File: config.mk
export PLATFORM = sky130hd
export DESIGN_NAME = decade_bin_histogram_core
export DESIGN_NICKNAME = d
export VERILOG_FILES = /design/src/hw/rtl/dbh_pkg.sv /design/src/hw/rtl/dbh_front.sv /design/src/hw/rtl/dbh_fifo.sv /design/src/hw/rtl/dbh_back.sv /design/src/hw/rtl/decade_bin_histogram_core.sv
export SDC_FILE = /design/constraint.sdc
export NUM_CORES = 1
export LEC_CHECK = 0
export CELL_PAD_IN_SITES_DETAIL_PLACEMENT = 0
export CELL_PAD_IN_SITES_GLOBAL_PLACEMENT = 1
export CORE_UTILIZATION = 55
export DETAILED_ROUTE_END_ITERATION = 8
export DONT_BUFFER_PORTS = 1
export PLACE_DENSITY = 0.84
export SYNTH_ARGS = -nofsm -noshare
export SYNTH_HDL_FRONTEND = slang
export SYNTH_SLANG_ARGS = --single-unit
File: constraint.sdc
create_clock -name clk -period 14.3 [get_ports clk]
set_input_delay 2.145 -clock clk [delete_from_list [all_inputs] [get_ports clk]]
set_output_delay 2.145 -clock clk [all_outputs]
set_load 0.1 [all_outputs]
File: src/hw/rtl/dbh_pkg.sv
// ----------------------------------------------------------------------------
// Decade bin histogram package
// Shared widths, defaults, the queue item type and small arithmetic helpers.
// ----------------------------------------------------------------------------
package dbh_pkg;

  localparam int VALUE_W  = 10;
  localparam int INDEX_W  = 6;
  localparam int LOW_W    = 10;
  localparam int COUNT_W  = 11;

  localparam int DEF_NUM_BINS  = 64;
  localparam int DEF_MAX_COUNT = 1024;
  localparam int QUEUE_DEPTH   = 4;

  // One classified item on its way from the front end to the back end.
  typedef struct packed {
    logic [INDEX_W-1:0] bin;
    logic               last;
    logic [INDEX_W-1:0] top;
  } dbh_entry_t;

  // Exact floor(v / 10) for every 10-bit v, by multiplying with 205 / 2048.
  function automatic logic [6:0] div10(input logic [VALUE_W-1:0] v);
    logic [17:0] prod;
    prod = 18'(v) * 18'd205;
    return prod[17:11];
  endfunction

  // Lower bound of a bin: index times ten, as 8 * index + 2 * index.
  function automatic logic [LOW_W-1:0] bin_low_of(input logic [INDEX_W-1:0] idx);
    return LOW_W'({idx, 3'b000}) + LOW_W'({idx, 1'b0});
  endfunction

endpackage

File: src/hw/rtl/dbh_front.sv
// ----------------------------------------------------------------------------
// Decade bin histogram front end
// Accepts samples, maps each to its bin and tracks the batch maximum bin.
// ----------------------------------------------------------------------------
module dbh_front #(
  parameter int NUM_BINS = dbh_pkg::DEF_NUM_BINS
) (
  input  logic                        clk,
  input  logic                        rst,
  input  logic                        start,
  input  logic                        busy,
  input  logic [dbh_pkg::VALUE_W-1:0] value,
  input  logic                        last_item,
  output logic                        push,
  output dbh_pkg::dbh_entry_t         entry
);

  localparam logic [dbh_pkg::INDEX_W-1:0] LAST_BIN = dbh_pkg::INDEX_W'(NUM_BINS - 1);

  logic [6:0]                  quot;
  logic [dbh_pkg::INDEX_W-1:0] bin;
  logic [dbh_pkg::INDEX_W-1:0] max_bin;
  logic [dbh_pkg::INDEX_W-1:0] max_bin_next;

  // Samples past the last bin are folded into it.
  always_comb begin
    quot = dbh_pkg::div10(value);
    if (quot > {1'b0, LAST_BIN}) begin
      bin = LAST_BIN;
    end else begin
      bin = quot[dbh_pkg::INDEX_W-1:0];
    end
    max_bin_next = (bin > max_bin) ? bin : max_bin;
  end

  assign push       = start && !busy;
  assign entry.bin  = bin;
  assign entry.last = last_item;
  assign entry.top  = max_bin_next;

  // The bin of the maximum equals the maximum of the bins, so only bins are kept.
  always_ff @(posedge clk) begin
    if (rst) begin
      max_bin <= '0;
    end else if (push) begin
      max_bin <= last_item ? '0 : max_bin_next;
    end
  end

endmodule

File: src/hw/rtl/dbh_fifo.sv
// ----------------------------------------------------------------------------
// Decade bin histogram item queue
// Short first-in first-out queue between the front end and the back end.
// ----------------------------------------------------------------------------
module dbh_fifo #(
  parameter int DEPTH = dbh_pkg::QUEUE_DEPTH
) (
  input  logic                clk,
  input  logic                rst,
  input  logic                push,
  input  dbh_pkg::dbh_entry_t wdata,
  input  logic                pop,
  output dbh_pkg::dbh_entry_t rdata,
  output logic                empty,
  output logic                full
);

  localparam int PTR_W = (DEPTH > 1) ? $clog2(DEPTH) : 1;
  localparam int CNT_W = $clog2(DEPTH + 1);

  dbh_pkg::dbh_entry_t slots [DEPTH];
  logic [PTR_W-1:0]    wr_ptr;
  logic [PTR_W-1:0]    rd_ptr;
  logic [CNT_W-1:0]    count;

  assign empty = (count == '0);
  assign full  = (count == CNT_W'(DEPTH));
  assign rdata = slots[rd_ptr];

  always_ff @(posedge clk) begin
    if (push) begin
      slots[wr_ptr] <= wdata;
    end
  end

  always_ff @(posedge clk) begin
    if (rst) begin
      wr_ptr <= '0;
      rd_ptr <= '0;
      count  <= '0;
    end else begin
      if (push) begin
        wr_ptr <= (wr_ptr == PTR_W'(DEPTH - 1)) ? '0 : wr_ptr + 1'b1;
      end
      if (pop) begin
        rd_ptr <= (rd_ptr == PTR_W'(DEPTH - 1)) ? '0 : rd_ptr + 1'b1;
      end
      if (push && !pop) begin
        count <= count + 1'b1;
      end else if (pop && !push) begin
        count <= count - 1'b1;
      end
    end
  end

`ifndef ASSERT_OFF
  a_no_overflow: assert property (@(posedge clk) disable iff (rst) push |-> !full)
    else $error("item pushed into a full queue");
  a_no_underflow: assert property (@(posedge clk) disable iff (rst) pop |-> !empty)
    else $error("item popped from an empty queue");
  a_count_range: assert property (@(posedge clk) disable iff (rst)
    count <= CNT_W'(DEPTH))
    else $error("queue count out of range");
`endif

endmodule

File: src/hw/rtl/dbh_back.sv
// ----------------------------------------------------------------------------
// Decade bin histogram back end
// Bin count memory with read-modify-write update and in-order readout.
// ----------------------------------------------------------------------------
module dbh_back #(
  parameter int NUM_BINS  = dbh_pkg::DEF_NUM_BINS,
  parameter int MAX_COUNT = dbh_pkg::DEF_MAX_COUNT
) (
  input  logic                        clk,
  input  logic                        rst,
  input  logic                        empty,
  input  dbh_pkg::dbh_entry_t         entry,
  output logic                        pop,
  output logic                        strobe,
  output logic [dbh_pkg::INDEX_W-1:0] bin_index,
  output logic [dbh_pkg::LOW_W-1:0]   bin_low,
  output logic [dbh_pkg::COUNT_W-1:0] bin_count,
  output logic                        last_bin
);

  localparam int BIN_W = $clog2(NUM_BINS);
  localparam int CW    = $clog2(MAX_COUNT + 1);
  localparam int EXT_W = (CW > dbh_pkg::COUNT_W) ? CW : dbh_pkg::COUNT_W;
  localparam logic [CW-1:0] MAX_C = CW'(MAX_COUNT);

  typedef enum logic [1:0] {S_RUN, S_READ, S_HOLD} state_t;

  state_t           state;
  logic [BIN_W-1:0] rd_idx;
  logic [BIN_W-1:0] top_bin;

  // Issue stage.
  logic             a_upd;
  logic             a_emit;
  logic             a_last;
  logic [BIN_W-1:0] a_addr;

  // Execute stage.
  logic             b_upd;
  logic             b_emit;
  logic             b_last;
  logic [BIN_W-1:0] b_addr;

  logic [CW-1:0]       counts [NUM_BINS];
  logic [NUM_BINS-1:0] vld;
  logic [CW-1:0]       rd_data;
  logic                rd_vld;

  // Last write, forwarded to a read of the same bin issued in that cycle.
  logic             wr_v;
  logic [BIN_W-1:0] wr_addr;
  logic [CW-1:0]    wr_data;

  logic [CW-1:0]    cur;
  logic [CW-1:0]    cnt_new;
  logic [EXT_W-1:0] cur_ext;

  always_comb begin
    pop    = 1'b0;
    a_upd  = 1'b0;
    a_emit = 1'b0;
    a_last = 1'b0;
    a_addr = rd_idx;
    case (state)
      S_RUN: begin
        if (!empty) begin
          pop    = 1'b1;
          a_upd  = 1'b1;
          a_addr = entry.bin[BIN_W-1:0];
        end
      end
      S_READ: begin
        a_emit = 1'b1;
        a_last = (rd_idx == top_bin);
      end
      S_HOLD: begin
      end
      default: begin
      end
    endcase
  end

  always_comb begin
    if (wr_v && (wr_addr == b_addr)) begin
      cur = wr_data;
    end else if (rd_vld) begin
      cur = rd_data;
    end else begin
      cur = '0;
    end
    cnt_new = (cur < MAX_C) ? cur + 1'b1 : cur;
    cur_ext = EXT_W'(cur);
  end

  always_ff @(posedge clk) begin
    if (a_upd || a_emit) begin
      rd_data <= counts[a_addr];
    end
    if (b_upd) begin
      counts[b_addr] <= cnt_new;
    end
  end

  // A bin that is not valid reads as zero, so the whole batch clears at once.
  always_ff @(posedge clk) begin
    if (rst) begin
      vld  <= '0;
      wr_v <= 1'b0;
    end else begin
      rd_vld  <= vld[a_addr];
      wr_v    <= b_upd;
      wr_addr <= b_addr;
      wr_data <= cnt_new;
      if (b_upd) begin
        vld[b_addr] <= 1'b1;
      end else if (b_emit && b_last) begin
        vld <= '0;
      end
    end
  end

  always_ff @(posedge clk) begin
    if (rst) begin
      state    <= S_RUN;
      rd_idx   <= '0;
      top_bin  <= '0;
      b_upd    <= 1'b0;
      b_emit   <= 1'b0;
      b_last   <= 1'b0;
      strobe   <= 1'b0;
      last_bin <= 1'b0;
    end else begin
      b_upd  <= a_upd;
      b_emit <= a_emit;
      b_last <= a_last;
      b_addr <= a_addr;
      strobe <= b_emit;
      if (b_emit) begin
        bin_index <= dbh_pkg::INDEX_W'(b_addr);
        bin_low   <= dbh_pkg::bin_low_of(dbh_pkg::INDEX_W'(b_addr));
        bin_count <= cur_ext[dbh_pkg::COUNT_W-1:0];
        last_bin  <= b_last;
      end
      case (state)
        S_RUN: begin
          if (!empty && entry.last) begin
            state   <= S_READ;
            rd_idx  <= '0;
            top_bin <= entry.top[BIN_W-1:0];
          end
        end
        S_READ: begin
          if (a_last) begin
            state <= S_HOLD;
          end else begin
            rd_idx <= rd_idx + 1'b1;
          end
        end
        S_HOLD: begin
          state <= S_RUN;
        end
        default: begin
          state <= S_RUN;
        end
      endcase
    end
  end

`ifndef ASSERT_OFF
  a_one_op: assert property (@(posedge clk) disable iff (rst) !(b_upd && b_emit))
    else $error("update and readout in the execute stage at once");
  a_cleared: assert property (@(posedge clk) disable iff (rst)
    (strobe && last_bin) |-> (vld == '0))
    else $error("bins not cleared with the final result");
  a_readout_run: assert property (@(posedge clk) disable iff (rst)
    (b_emit && !b_last) |=> b_emit)
    else $error("readout interrupted before its final bin");
  a_hold_order: assert property (@(posedge clk) disable iff (rst)
    (state == S_HOLD) |-> ($past(state) == S_READ))
    else $error("hold entered without a readout");
`endif

endmodule

File: src/hw/rtl/decade_bin_histogram_core.sv
// ----------------------------------------------------------------------------
// Decade bin histogram core
// Counts samples into bins ten wide and reads the bins out after each batch.
// ----------------------------------------------------------------------------
// One sample is accepted per cycle while the four-item queue has room.
// With the queue empty, the back end pops the last item of a batch and enters readout;
// each bin read passes the execute stage and output registers, one bin per cycle. The
// readout keeps the back end from taking items while reading bins zero to top bin, one
// per cycle, and while the bins clear. Results cannot be stalled by the receiver.
// Synchronous reset clears all bins, the batch maximum and the queue.
module decade_bin_histogram_core #(
  parameter int NUM_BINS  = dbh_pkg::DEF_NUM_BINS,
  parameter int MAX_COUNT = dbh_pkg::DEF_MAX_COUNT
) (
  input  logic                        clk,
  input  logic                        rst,
  input  logic                        start,
  output logic                        busy,
  input  logic [dbh_pkg::VALUE_W-1:0] value,
  input  logic                        last_item,
  output logic                        strobe,
  output logic [dbh_pkg::INDEX_W-1:0] bin_index,
  output logic [dbh_pkg::LOW_W-1:0]   bin_low,
  output logic [dbh_pkg::COUNT_W-1:0] bin_count,
  output logic                        last_bin
);

  logic                push;
  logic                pop;
  logic                empty;
  logic                full;
  dbh_pkg::dbh_entry_t in_entry;
  dbh_pkg::dbh_entry_t out_entry;

  assign busy = full;

  dbh_front #(
    .NUM_BINS (NUM_BINS)
  ) u_front (
    .clk       (clk),
    .rst       (rst),
    .start     (start),
    .busy      (busy),
    .value     (value),
    .last_item (last_item),
    .push      (push),
    .entry     (in_entry)
  );

  dbh_fifo #(
    .DEPTH (dbh_pkg::QUEUE_DEPTH)
  ) u_fifo (
    .clk   (clk),
    .rst   (rst),
    .push  (push),
    .wdata (in_entry),
    .pop   (pop),
    .rdata (out_entry),
    .empty (empty),
    .full  (full)
  );

  dbh_back #(
    .NUM_BINS  (NUM_BINS),
    .MAX_COUNT (MAX_COUNT)
  ) u_back (
    .clk       (clk),
    .rst       (rst),
    .empty     (empty),
    .entry     (out_entry),
    .pop       (pop),
    .strobe    (strobe),
    .bin_index (bin_index),
    .bin_low   (bin_low),
    .bin_count (bin_count),
    .last_bin  (last_bin)
  );

endmodule
; ---- After elaboration in Yosys (flattened, before gate mapping)
; Memory sizes are Yosys's and may differ from the RTL's. A register that Yosys moved wholly into a read port is not among the register bits.
; Index checks and enable logic that the tools add are counted.
; W data, S select, Z words.
[totals]
regBits = 148
ram_bits = 756
input_bits = 14
out_inout_bits = 30
word_cells = 103
mem_count = 2
[memory_table]
columns = memory, depth, word_bits, read_ports, rd_ports_with_merged_regs, write_ports, line
row1 = u_back.counts, 64, 11, 1, 1, 1, dbh_back.sv:44  ; logic [CW-1:0] counts [NUM_BINS];
row2 = u_fifo.slots, 4, 13, 1, 1, 1, dbh_fifo.sv:21  ; dbh_pkg::dbh_entry_t slots [DEPTH];
[op_classes]
addsub = 7
multipliers = 1
n_lt_le_gt_ge = 6
n_eq_ne = 9
muxes = 34
n_bitwise = 2
reduce_logical = 21
[ops]
columns = operator, n
row1 = $mux W64, 2
row2 = $or A64 B64 Y64, 1
row3 = $mux W6, 7
row4 = $mux W11, 3
row5 = $mul A10 B8 Y18 const B, 1
row6 = $lt A6 B7 Y1 const B, 2
row7 = $eq A6 B6 Y1, 2
row8 = $mux W2, 6
row9 = $pmux W6 S2, 1
row10 = $add A11 B1 Y11 const B, 1
row11 = $lt A11 B11 Y1 const B, 1
row12 = $add A9 B7 Y10, 1
row13 = $mux W1, 10
row14 = $gt A7 B6 Y1 const B, 1
row15 = $logic_and A1 B1 Y1, 7
row16 = $add A6 B1 Y6 const B, 1
row17 = $bmux W1 S6, 1
row18 = $demux W1 S6, 1
row19 = $ge A6 B1 Y1 const B, 1
row20 = $gt A6 B6 Y1, 1
row21 = $mux W3, 2
row22 = $reduce_and A2 Y1, 3
row23 = $reduce_bool A2 Y1, 3
row24 = $add A2 B1 Y2 const B, 2
row25 = 14 further kinds, 19

; ---- Longest topological paths before layout
; Gate-level depths: netlist of the first run.
[depth]
ltp_word = 7
mapped_depth = 25
ltp_nobuf = 24

; ---- Modules after synthesis
; Synthesis of the first run repeated with hierarchy kept, for this count alone.
[unflattened]
cells_unflattened = 2803
hier_area_um2 = 38545.7
[modules_own_cells]
columns = mod, instances, cells_per_inst, area_per_inst_um2, seq_area_each_um2
row1 = dbh_back, 1, 2435, 34037.6, 24593.6
row2 = dbh_fifo, 1, 111, 2322.2, 1741.7
row3 = dbh_front, 1, 257, 2185.8, 120.1

; ---- Worst setup path after synthesis of the first run
; Ideal clock, no wire load.
[synth_path]
path_kind = input to register
start = input port value[3] (netlist bit)
end = register u_front.max_bin[5] (netlist bit)
setup_time_ns = 0.070
t_arrival_ns = 7.254
t_required_ns = 14.230
path_slack_ns = 6.976
stages = 24
path_buffers = 0
cell_sequence = ha_1 > inv_1 > fa_1 > inv_1 > fa_1 > inv_1 > fa_1 > inv_1 > ha_1 > a21oi_1 > o221ai_1 > a21oi_1 > o221ai_1 > xnor2_1 > nand2b_1 > ha_1 > nor2b_1 > o21a_1 > o21a_1 > o21ai_0 > a21oi_1 > o21ai_0 > nand2_1 > a21oi_1
[synth_lines]
columns = item, line
row1 = "start, declared", decade_bin_histogram_core.sv:19  ; input logic [dbh_pkg::VALUE_W-1:0] value,
row2 = "end signal, assigned", dbh_front.sv:46  ; max_bin <= last_item ? '0 : max_bin_next;
row3 = "end, declared", dbh_front.sv:22  ; logic [dbh_pkg::INDEX_W-1:0] max_bin;

==> impl_metrics.env, run 1 <==
export IMPL_dp_cells=3836
export IMPL_grt_first_pass_wirelength_um=142000
export IMPL_p_per_area_mw_per_mm2=241
export IMPL_timing_critical_path_cells="ha_1 > inv_1 > fa_1 > inv_1 > fa_1 > inv_1 > fa_1 > inv_1 > ha_1 > a21oi_1 > o221ai_1 > a21oi_1 > o221ai_1 > xnor2_1 > nand2b_1 > ha_1 > nor2b_1 > o21a_1 > o21a_1 > o21ai_0 > a21oi_1 > o21ai_0 > a22oi_1 > nor2_1"
export IMPL_postLayoutSetupSlackWorst_ns=6.62
export IMPL_netlist_area_mm2=0.0381
export IMPL_drc_violations_left=0
export IMPL_syn_to_final_growth_pct=10.0
export IMPL_design_core_area_mm2=0.0686
export IMPL_max_clock_freq_mhz=130
export IMPL_detail_route_antenna_nets=0
export IMPL_min_period_ns=7.68
export IMPL_drive_above_1_share_pct=7.15
export IMPL_number_of_antenna_violations_at_the_first_check_in_global_routing=2
export IMPL_final_max_slew_viol_count=0
export IMPL_gp_congestion=0.944
export IMPL_fin_cells=4009
export IMPL_crit_slowest_cell="sky130_fd_sc_hd__a21oi_1"
export IMPL_critPathArrivalTime_ns=8.21
export IMPL_finalNetCount=3098
export IMPL_clock_skew_ns=0.0316
export IMPL_viasPerCell=6.05
export IMPL_leak_nw=14.7
export IMPL_cts_reportedPaths_clkPinSlew_ns=0.06
export IMPL_synth_warnings=0
export IMPL_fillCellCount=5170
export IMPL_std_cell_rows=96
export IMPL_wl_per_cell_um=23.4
export IMPL_post_place_ws_ns=5.99
export IMPL_crit_path_max_fanout=14
export IMPL_worst_path_largest_cell_delay_ns=0.66
export IMPL_clkSinkCount=914
export IMPL_initial_core_util_pct=55.6
export IMPL_height_of_the_die_um=265
export IMPL_mean_instance_size_in_the_synthesized_netlist_um2=12.5
export IMPL_postRouteWirelength_um=93900
export IMPL_fp_dieW_um=265
export IMPL_instance_count_of_the_mapped_netlist=3048
export IMPL_maxSlewHeadroom_pct=6.93
export IMPL_portBuffers=0
export IMPL_cp_start_kind="input port"
export IMPL_asyncSetResetFlopFracSynth_pct=0
export IMPL_worstHoldPathType="reg -> reg"
export IMPL_floorplan_io_pins=44
export IMPL_timing_final_hold_violations=0
export IMPL_hold_buffer_count_at_cts=0
export IMPL_cts_buffers=92
export IMPL_maximum_number_of_pins_on_one_net_before_global_route_repair=239
export IMPL_detail_route_iter0_violations=2684
export IMPL_timing_critical_path_to_type="flop"
export IMPL_most_used_flip_flop_cell_after_synthesis="sky130_fd_sc_hd__edfxtp_1"
export IMPL_post_cts_resized=0
export IMPL_run_status="finished clean"
export IMPL_synth_edff_count=815
export IMPL_actual_slew_at_the_worst_max_slew_pin_ns=1.39
export IMPL_seq_area_frac_synth_pct=69.4
export IMPL_die_area_mm2=0.0704
export IMPL_htree_num_levels=3
export IMPL_cts_setup_buffers=0
export IMPL_overall_global_routing_usage_pct=26.7
export IMPL_first_pass_iters=6
export IMPL_irDropWorstVdd_mv=0.468
export IMPL_r2r_slack_ns=8.95
export IMPL_crit_required_ns=14.83
export IMPL_cp_num_buf_inv=4
export IMPL_worstSetupPathType="in -> reg"
export IMPL_synth_distinct_cells=52
export IMPL_syn_nets=3147
export IMPL_via_count=24266
export IMPL_clockRootBuffer="sky130_fd_sc_hd__clkbuf_16"
export IMPL_cpMostUsedCell="sky130_fd_sc_hd__inv_1"
export IMPL_cts_tree="built"
export IMPL_synth_seq_cells=914
export IMPL_clock_insertion_delay_worst_skew_ns=0.66
export IMPL_timing_setup_tns_ns=0
export IMPL_dp_hpwl_um=54200
export IMPL_drv_max_cap_violation_count=0
export IMPL_critical_path_top_delay_family="compound AO/OA/AOI/OAI gates"
export IMPL_first_global_vias=23665
export IMPL_fin_crit_sh_pct=53.7
export IMPL_setup_viol_count_final=0
export IMPL_grt_overflow_total=0
export IMPL_grt_setup_unrepaired="false"
export IMPL_clockBufferDepth=3
export IMPL_antenna_cells_inserted=0
==> layout make-up <==
cell class	instances	area (um^2)	area share, %
Sequential cell	914	26500	63.1
Multi-Input combinational cell	1869	10600	25.4
Clock buffer	124	2570	6.12
Tap cell	931	1160	2.78
Timing Repair Buffer	50	448	1.07
Clock inverter	49	380	0.907
Inverter	72	283	0.674
==> cell families (layout without fill, tap and decap cells) <==
logic type,count (synthesis),in the layout,share of synthesized area [%]
simple gates,1249,1249,14.4
flops,914,914,69.4
compound gates,469,469,7.80
buf+inv,265,295,3.17
fa+ha+maj,85,85,3.16
xor+xnor,39,39,0.896
mux,26,26,1.15
other cells,1,1,0.00983
==> path summary, 6_finish.rpt <==
path,start,end,cells past startpoint
max,value[3],u_front.max_bin[1]$_SDFFE_PP0P_,24
min,u_back.vld[26]$_SDFFE_PP0P_,u_back.vld[26]$_SDFFE_PP0P_,2
max reg2reg,flop,u_back.rd_data[4]$_DFFE_PP_,11
min reg2reg,u_back.vld[26]$_SDFFE_PP0P_,u_back.vld[26]$_SDFFE_PP0P_,2
==> layer usage <==
| layer | vias to the layer above | routed length [um] | GRT usage, % |
|---|---|---|---|
| li1 | 11020 | - | - |
| met1 | 11990 | 36800 | 35.3 |
| met2 | 1068 | 46200 | 44.3 |
| met3 | 188 | 7740 | 4.98 |
| met4 | 0 | 3180 | 9.65 |
| met5 | - | 0 | 0 |
==> worst min-delay path, cell delays in order, from the launching register on <==
cell	delay [ns]
sky130_fd_sc_hd__dfxtp_1	0.32
sky130_fd_sc_hd__a21oi_1	0.06
sky130_fd_sc_hd__nor2_1	0.07
==> cell usage in the layout, fill, tap and decap left out, types with 7 or more instances in the layout <==
master / instances
sky130_fd_sc_hd__edfxtp_1: 815
sky130_fd_sc_hd__nor2_1: 163
sky130_fd_sc_hd__a2111oi_0: 12
sky130_fd_sc_hd__nand3_1: 207
sky130_fd_sc_hd__a31oi_1: 101
sky130_fd_sc_hd__mux4_2: 13
sky130_fd_sc_hd__dfxtp_1: 99
sky130_fd_sc_hd__nor4_1: 25
sky130_fd_sc_hd__clkbuf_16: 95
sky130_fd_sc_hd__o21ai_0: 23
sky130_fd_sc_hd__o22ai_1: 49
sky130_fd_sc_hd__clkbuf_1: 21
sky130_fd_sc_hd__nor3_1: 7
sky130_fd_sc_hd__and3_1: 110
sky130_fd_sc_hd__nand3b_1: 12
sky130_fd_sc_hd__mux2i_1: 11
sky130_fd_sc_hd__nand2_1: 668
sky130_fd_sc_hd__xor2_1: 14
sky130_fd_sc_hd__clkinv_1: 17
sky130_fd_sc_hd__xnor2_1: 16
sky130_fd_sc_hd__and2_1: 14
sky130_fd_sc_hd__clkbuf_8: 8
sky130_fd_sc_hd__o21a_1: 8
sky130_fd_sc_hd__clkinv_2: 19
sky130_fd_sc_hd__buf_4: 46
sky130_fd_sc_hd__inv_1: 69
sky130_fd_sc_hd__ha_1: 66
sky130_fd_sc_hd__fa_1: 19
sky130_fd_sc_hd__nor2b_1: 8
sky130_fd_sc_hd__a211oi_1: 96
sky130_fd_sc_hd__a21boi_0: 30
sky130_fd_sc_hd__nand2b_1: 8
sky130_fd_sc_hd__or3_1: 7
sky130_fd_sc_hd__a21oi_1: 126
sky130_fd_sc_hd__nand4_1: 10
==> Yosys cell counts (9+ instances only) <==
library cell	count	area, um^2
sky130_fd_sc_hd__edfxtp_1	815	24500
sky130_fd_sc_hd__nand2_1	668	2510
sky130_fd_sc_hd__nand3_1	207	1040
sky130_fd_sc_hd__nor2_1	163	612
sky130_fd_sc_hd__a21oi_1	126	631
sky130_fd_sc_hd__and3_1	110	688
sky130_fd_sc_hd__a31oi_1	101	632
sky130_fd_sc_hd__dfxtp_1	99	1980
sky130_fd_sc_hd__a211oi_1	96	721
sky130_fd_sc_hd__clkbuf_1	91	342
sky130_fd_sc_hd__buf_2	69	345
sky130_fd_sc_hd__inv_1	69	259
sky130_fd_sc_hd__ha_1	66	826
sky130_fd_sc_hd__o22ai_1	49	307
sky130_fd_sc_hd__a21boi_0	30	225
sky130_fd_sc_hd__nor4_1	26	163
sky130_fd_sc_hd__buf_4	25	188
sky130_fd_sc_hd__o21ai_0	25	125
sky130_fd_sc_hd__xor2_1	20	175
sky130_fd_sc_hd__fa_1	19	380
sky130_fd_sc_hd__xnor2_1	19	166
sky130_fd_sc_hd__and2_1	15	93.8
sky130_fd_sc_hd__mux4_2	13	293
sky130_fd_sc_hd__a2111oi_0	12	105
sky130_fd_sc_hd__nand3b_1	12	90.1
sky130_fd_sc_hd__mux2i_1	11	110
sky130_fd_sc_hd__nand4_1	10	62.6
sky130_fd_sc_hd__nor2b_1	9	56.3
==> metrics by stage <==
stage          utilization (%)  hold slack [ns]  total power [W]  area [um^2]
2_1_floorplan                -            0.448          0.00651        38100
3_3_place_gp              56.9            0.457          0.00767        39000
3_5_place_dp              56.9            0.466          0.00777        39000
4_1_cts                   61.2            0.475           0.0101        41900
5_1_grt                   61.2            0.500           0.0106        41900
6_report                  61.2            0.481           0.0101        41900
==> flip-flops by register name (all words and copies together), names as in the netlist, 3 cells and up, named ones only <==
name	cells
u_back.bin_low	7
u_back.bin_count	11
u_back.counts	704
u_back.vld	64
u_fifo.count	3
u_back.rd_data	11
u_back.b_addr	6
u_back.wr_addr	6
u_back.bin_index	6
u_fifo.slots	52
u_back.wr_data	11
u_back.top_bin	6
u_front.max_bin	6
u_back.rd_idx	6
==> report_power, final <==
group          internal (W)  switching, W
sequential          0.00361      0.000149
clock               0.00134       0.00100
combinational       0.00106       0.00294
Note: power is estimated with default switching activity, not from simulation.
==> run 2, diff against run 1 <==
--- a/config.mk
+++ b/config.mk
@@ -7,10 +7,10 @@
 export LEC_CHECK = 0
 export CELL_PAD_IN_SITES_DETAIL_PLACEMENT = 0
 export CELL_PAD_IN_SITES_GLOBAL_PLACEMENT = 1
-export CORE_UTILIZATION = 55
+export CORE_UTILIZATION = 48
 export DETAILED_ROUTE_END_ITERATION = 8
 export DONT_BUFFER_PORTS = 1
-export PLACE_DENSITY = 0.84
+export PLACE_DENSITY = 0.78
 export SYNTH_ARGS = -nofsm -noshare
 export SYNTH_HDL_FRONTEND = slang
 export SYNTH_SLANG_ARGS = --single-unit
==> constraint.sdc (replaced) <==
create_clock -name clk -period 6.7 [get_ports clk]
set_input_delay 1.005 -clock clk [delete_from_list [all_inputs] [get_ports clk]]
set_output_delay 1.005 -clock clk [all_outputs]
set_load 0.1 [all_outputs]
==> run 2 against run 1 <==
- clock-buffer cell count rose by 10
- clock power rose by 120%
- setup slack got worse by 6.0 ns
- sequential share of layout area fell by 0.49 points
- combinational power rose by 120%
- non-clock buffer count rose by 12
- utilization fell by 6.9 points
- critical path depth did not move
- sequential cell count did not move
- global-route usage fell by 3.2 points
- highest routed layer unchanged
==> impl_metrics.env, run 2 (same netlist as run 1, synthesis figures left out) <==
export IMPL_cts_tree="built"
export IMPL_fillCellCount=6358
export IMPL_p_comb_share_pct=39.6
export IMPL_detailroute_wirelength_met2_um=46500
export IMPL_timing_critical_path_to_type="flop"
export IMPL_wl_per_cell_um=23.2
export IMPL_cts_buffers=92
export IMPL_cellInternalPower_w=0.0130
export IMPL_fin_cells=4129
export IMPL_worstHoldPathType="in -> reg"
export IMPL_syn_to_final_growth_pct=10.9
export IMPL_clockBufferDepth=3
export IMPL_hold_buffer_count_at_cts=0
export IMPL_leading_cell_type_in_the_layout_fill_and_taps_excluded="sky130_fd_sc_hd__edfxtp_1"
export IMPL_total_area_of_multi_input_combinational_cells_mm2=0.0106
export IMPL_top_signal_layer_used="met4"
export IMPL_max_clock_freq_mhz=164
export IMPL_min_period_ns=6.09
export IMPL_height_of_the_die_um=284
export IMPL_post_place_ws_ns=-0.0342
export IMPL_cts_setup_buffers=0
export IMPL_first_pass_iters=6
export IMPL_clock_skew_ns=0.0290
export IMPL_cp_start_kind="input port"
export IMPL_drive_above_1_share_pct=7.51
export IMPL_maximum_number_of_pins_on_one_net_before_global_route_repair=153
export IMPL_p_per_area_mw_per_mm2=515
export IMPL_irDropWorstVdd_mv=0.647
export IMPL_clkSinkCount=914
export IMPL_fp_dieW_um=284
export IMPL_via_count=24256
export IMPL_portBuffers=0
export IMPL_actual_slew_at_the_worst_max_slew_pin_ns=1.35
export IMPL_cts_reportedPaths_clkPinSlew_ns=0.06
export IMPL_worstSetupPathType="in -> reg"
export IMPL_power_net_switching_w=0.00877
export IMPL_gp_congestion=0.862
export IMPL_clockRootBuffer="sky130_fd_sc_hd__clkbuf_16"
export IMPL_finalHoldWorstSlack_ns=0.420
export IMPL_floorplan_io_pins=44
export IMPL_crit_path_max_fanout=7
export IMPL_timing_final_hold_violations=0
export IMPL_clock_insertion_delay_worst_skew_ns=0.66
export IMPL_maxSlewHeadroom_pct=9.66
export IMPL_first_global_vias=23424
export IMPL_report_power_total_w=0.0218
export IMPL_die_area_mm2=0.0806
export IMPL_design_core_area_mm2=0.0780
export IMPL_grt_first_pass_wirelength_um=144000
export IMPL_crit_required_ns=7.27
export IMPL_detail_route_wirelength_met1_um=39200
export IMPL_grt_overflow_total=0
export IMPL_registers_top_by_ff_count="u_back.counts"
export IMPL_finalNetCount=3110
export IMPL_seqCellArea_mm2=0.0265
export IMPL_leak_nw=14.8
export IMPL_grt_setup_unrepaired="false"
export IMPL_netSwitchingFraction_pct=40.3
export IMPL_top_regs="u_back.counts: 704 flops, u_back.vld: 64 flops, u_fifo.slots: 52 flops"
export IMPL_overall_global_routing_usage_pct=23.5
export IMPL_std_cell_rows=102
export IMPL_critPathArrivalTime_ns=6.66
export IMPL_number_of_antenna_violations_at_the_first_check_in_global_routing=1
export IMPL_run_status="finished clean"
export IMPL_fin_crit_sh_pct=90.9
export IMPL_dp_hpwl_um=55700
export IMPL_power_sequential_fraction_pct=37.0
export IMPL_postRouteWirelength_um=95700
export IMPL_drv_max_cap_violation_count=0
export IMPL_most_common_layout_cells="815 x sky130_fd_sc_hd__edfxtp_1, 668 x sky130_fd_sc_hd__nand2_1, 207 x sky130_fd_sc_hd__nand3_1"
export IMPL_clockPowerShare_pct=23.4
export IMPL_detail_route_iter0_violations=2603
export IMPL_final_max_slew_viol_count=0
export IMPL_setup_viol_count_final=0
export IMPL_max_reg_flops=704
export IMPL_timing_setup_tns_ns=0
export IMPL_htree_num_levels=3
export IMPL_dp_cells=3956
export IMPL_drc_violations_left=0
export IMPL_post_cts_resized=0
export IMPL_met3_length_um=7250
export IMPL_postLayoutSetupSlackWorst_ns=0.612
export IMPL_initial_core_util_pct=48.9
export IMPL_detail_route_antenna_nets=0
export IMPL_viasPerCell=5.87
==> run 2: changes by cell type in the layout (fill, tap and decap cells not counted), sizes merged <==
cell / before / now
buf: 50 / 61
diode: 0 / 1
clkinvlp: 2 / 0
bufinv: 4 / 6
clkbuf: 124 / 135
clkinv: 42 / 30
==> run 2: final cells by class <==
cell class	instances	share of cell area, %
antenna	1	0.00592
clock buffer	134	6.21
clock inverter	37	0.879
inverter	72	0.669
multi-input combinational	1869	25.2
sequential	914	62.6
tap	1040	3.08
timing repair buffer	62	1.39
==> run 2: metrics by stage <==
stage,utilization [%],cell area (um^2)
floorplan,-,38100
global placement,50.4,39300
detailed placement,50.4,39300
CTS,54.2,42300
global route,54.2,42300
finish,54.2,42300
==> run 2: worst paths after layout <==
| check | slack, ns | cells after the start | to | from |
|---|---|---|---|---|
| worst max-delay path | 0.61 | 24 | u_front.max_bin[5]$_SDFFE_PP0P_ | value[3] |
| worst min-delay path | 0.42 | 1 | u_back.vld[47]$_SDFFE_PP0P_ | rst |
| worst max register to register | 1.59 | 10 | u_back.rd_data[8]$_DFFE_PP_ | flop |
| worst min register to register | 0.48 | 2 | u_back.vld[22]$_SDFFE_PP0P_ | u_back.vld[22]$_SDFFE_PP0P_ |
==> run 2: layer usage <==
layer / track usage (%) / vias up
met3: 3.59 / 160
met2: 38.5 / 983
met1: 32.1 / 12056
met5: 0 / -
met4: 7.72 / 0
li1: - / 11057
==> run 2: power by group through the flow <==
stage / Clock, W / Sequential (W) / Combinational (W)
after floorplan: 0 / 0.00809 / 0.00580
after global placement: 0 / 0.00814 / 0.00838
after detailed placement: 0 / 0.00817 / 0.00854
after CTS: 0.00515 / 0.00805 / 0.00857
after global routing: 0.00535 / 0.00808 / 0.00936
final: 0.00510 / 0.00805 / 0.00861
==> run 2: worst max-delay path: stages <==
cell,delay (ns)
sky130_fd_sc_hd__ha_1,0.30
sky130_fd_sc_hd__inv_1,0.08
sky130_fd_sc_hd__fa_1,0.51
sky130_fd_sc_hd__inv_1,0.05
sky130_fd_sc_hd__fa_1,0.49
sky130_fd_sc_hd__inv_1,0.05
sky130_fd_sc_hd__fa_1,0.48
sky130_fd_sc_hd__inv_1,0.05
sky130_fd_sc_hd__ha_1,0.30
sky130_fd_sc_hd__a21oi_1,0.27
sky130_fd_sc_hd__o221ai_1,0.16
sky130_fd_sc_hd__a21oi_1,0.19
sky130_fd_sc_hd__o221ai_1,0.16
sky130_fd_sc_hd__xnor2_1,0.38
sky130_fd_sc_hd__nand2b_1,0.32
sky130_fd_sc_hd__ha_1,0.30
sky130_fd_sc_hd__nor2b_1,0.14
sky130_fd_sc_hd__o21a_1,0.16
sky130_fd_sc_hd__o21a_1,0.15
sky130_fd_sc_hd__o21ai_0,0.13
sky130_fd_sc_hd__a21oi_1,0.14
sky130_fd_sc_hd__o21ai_0,0.56
sky130_fd_sc_hd__nand2_1,0.11
sky130_fd_sc_hd__a21oi_1,0.17
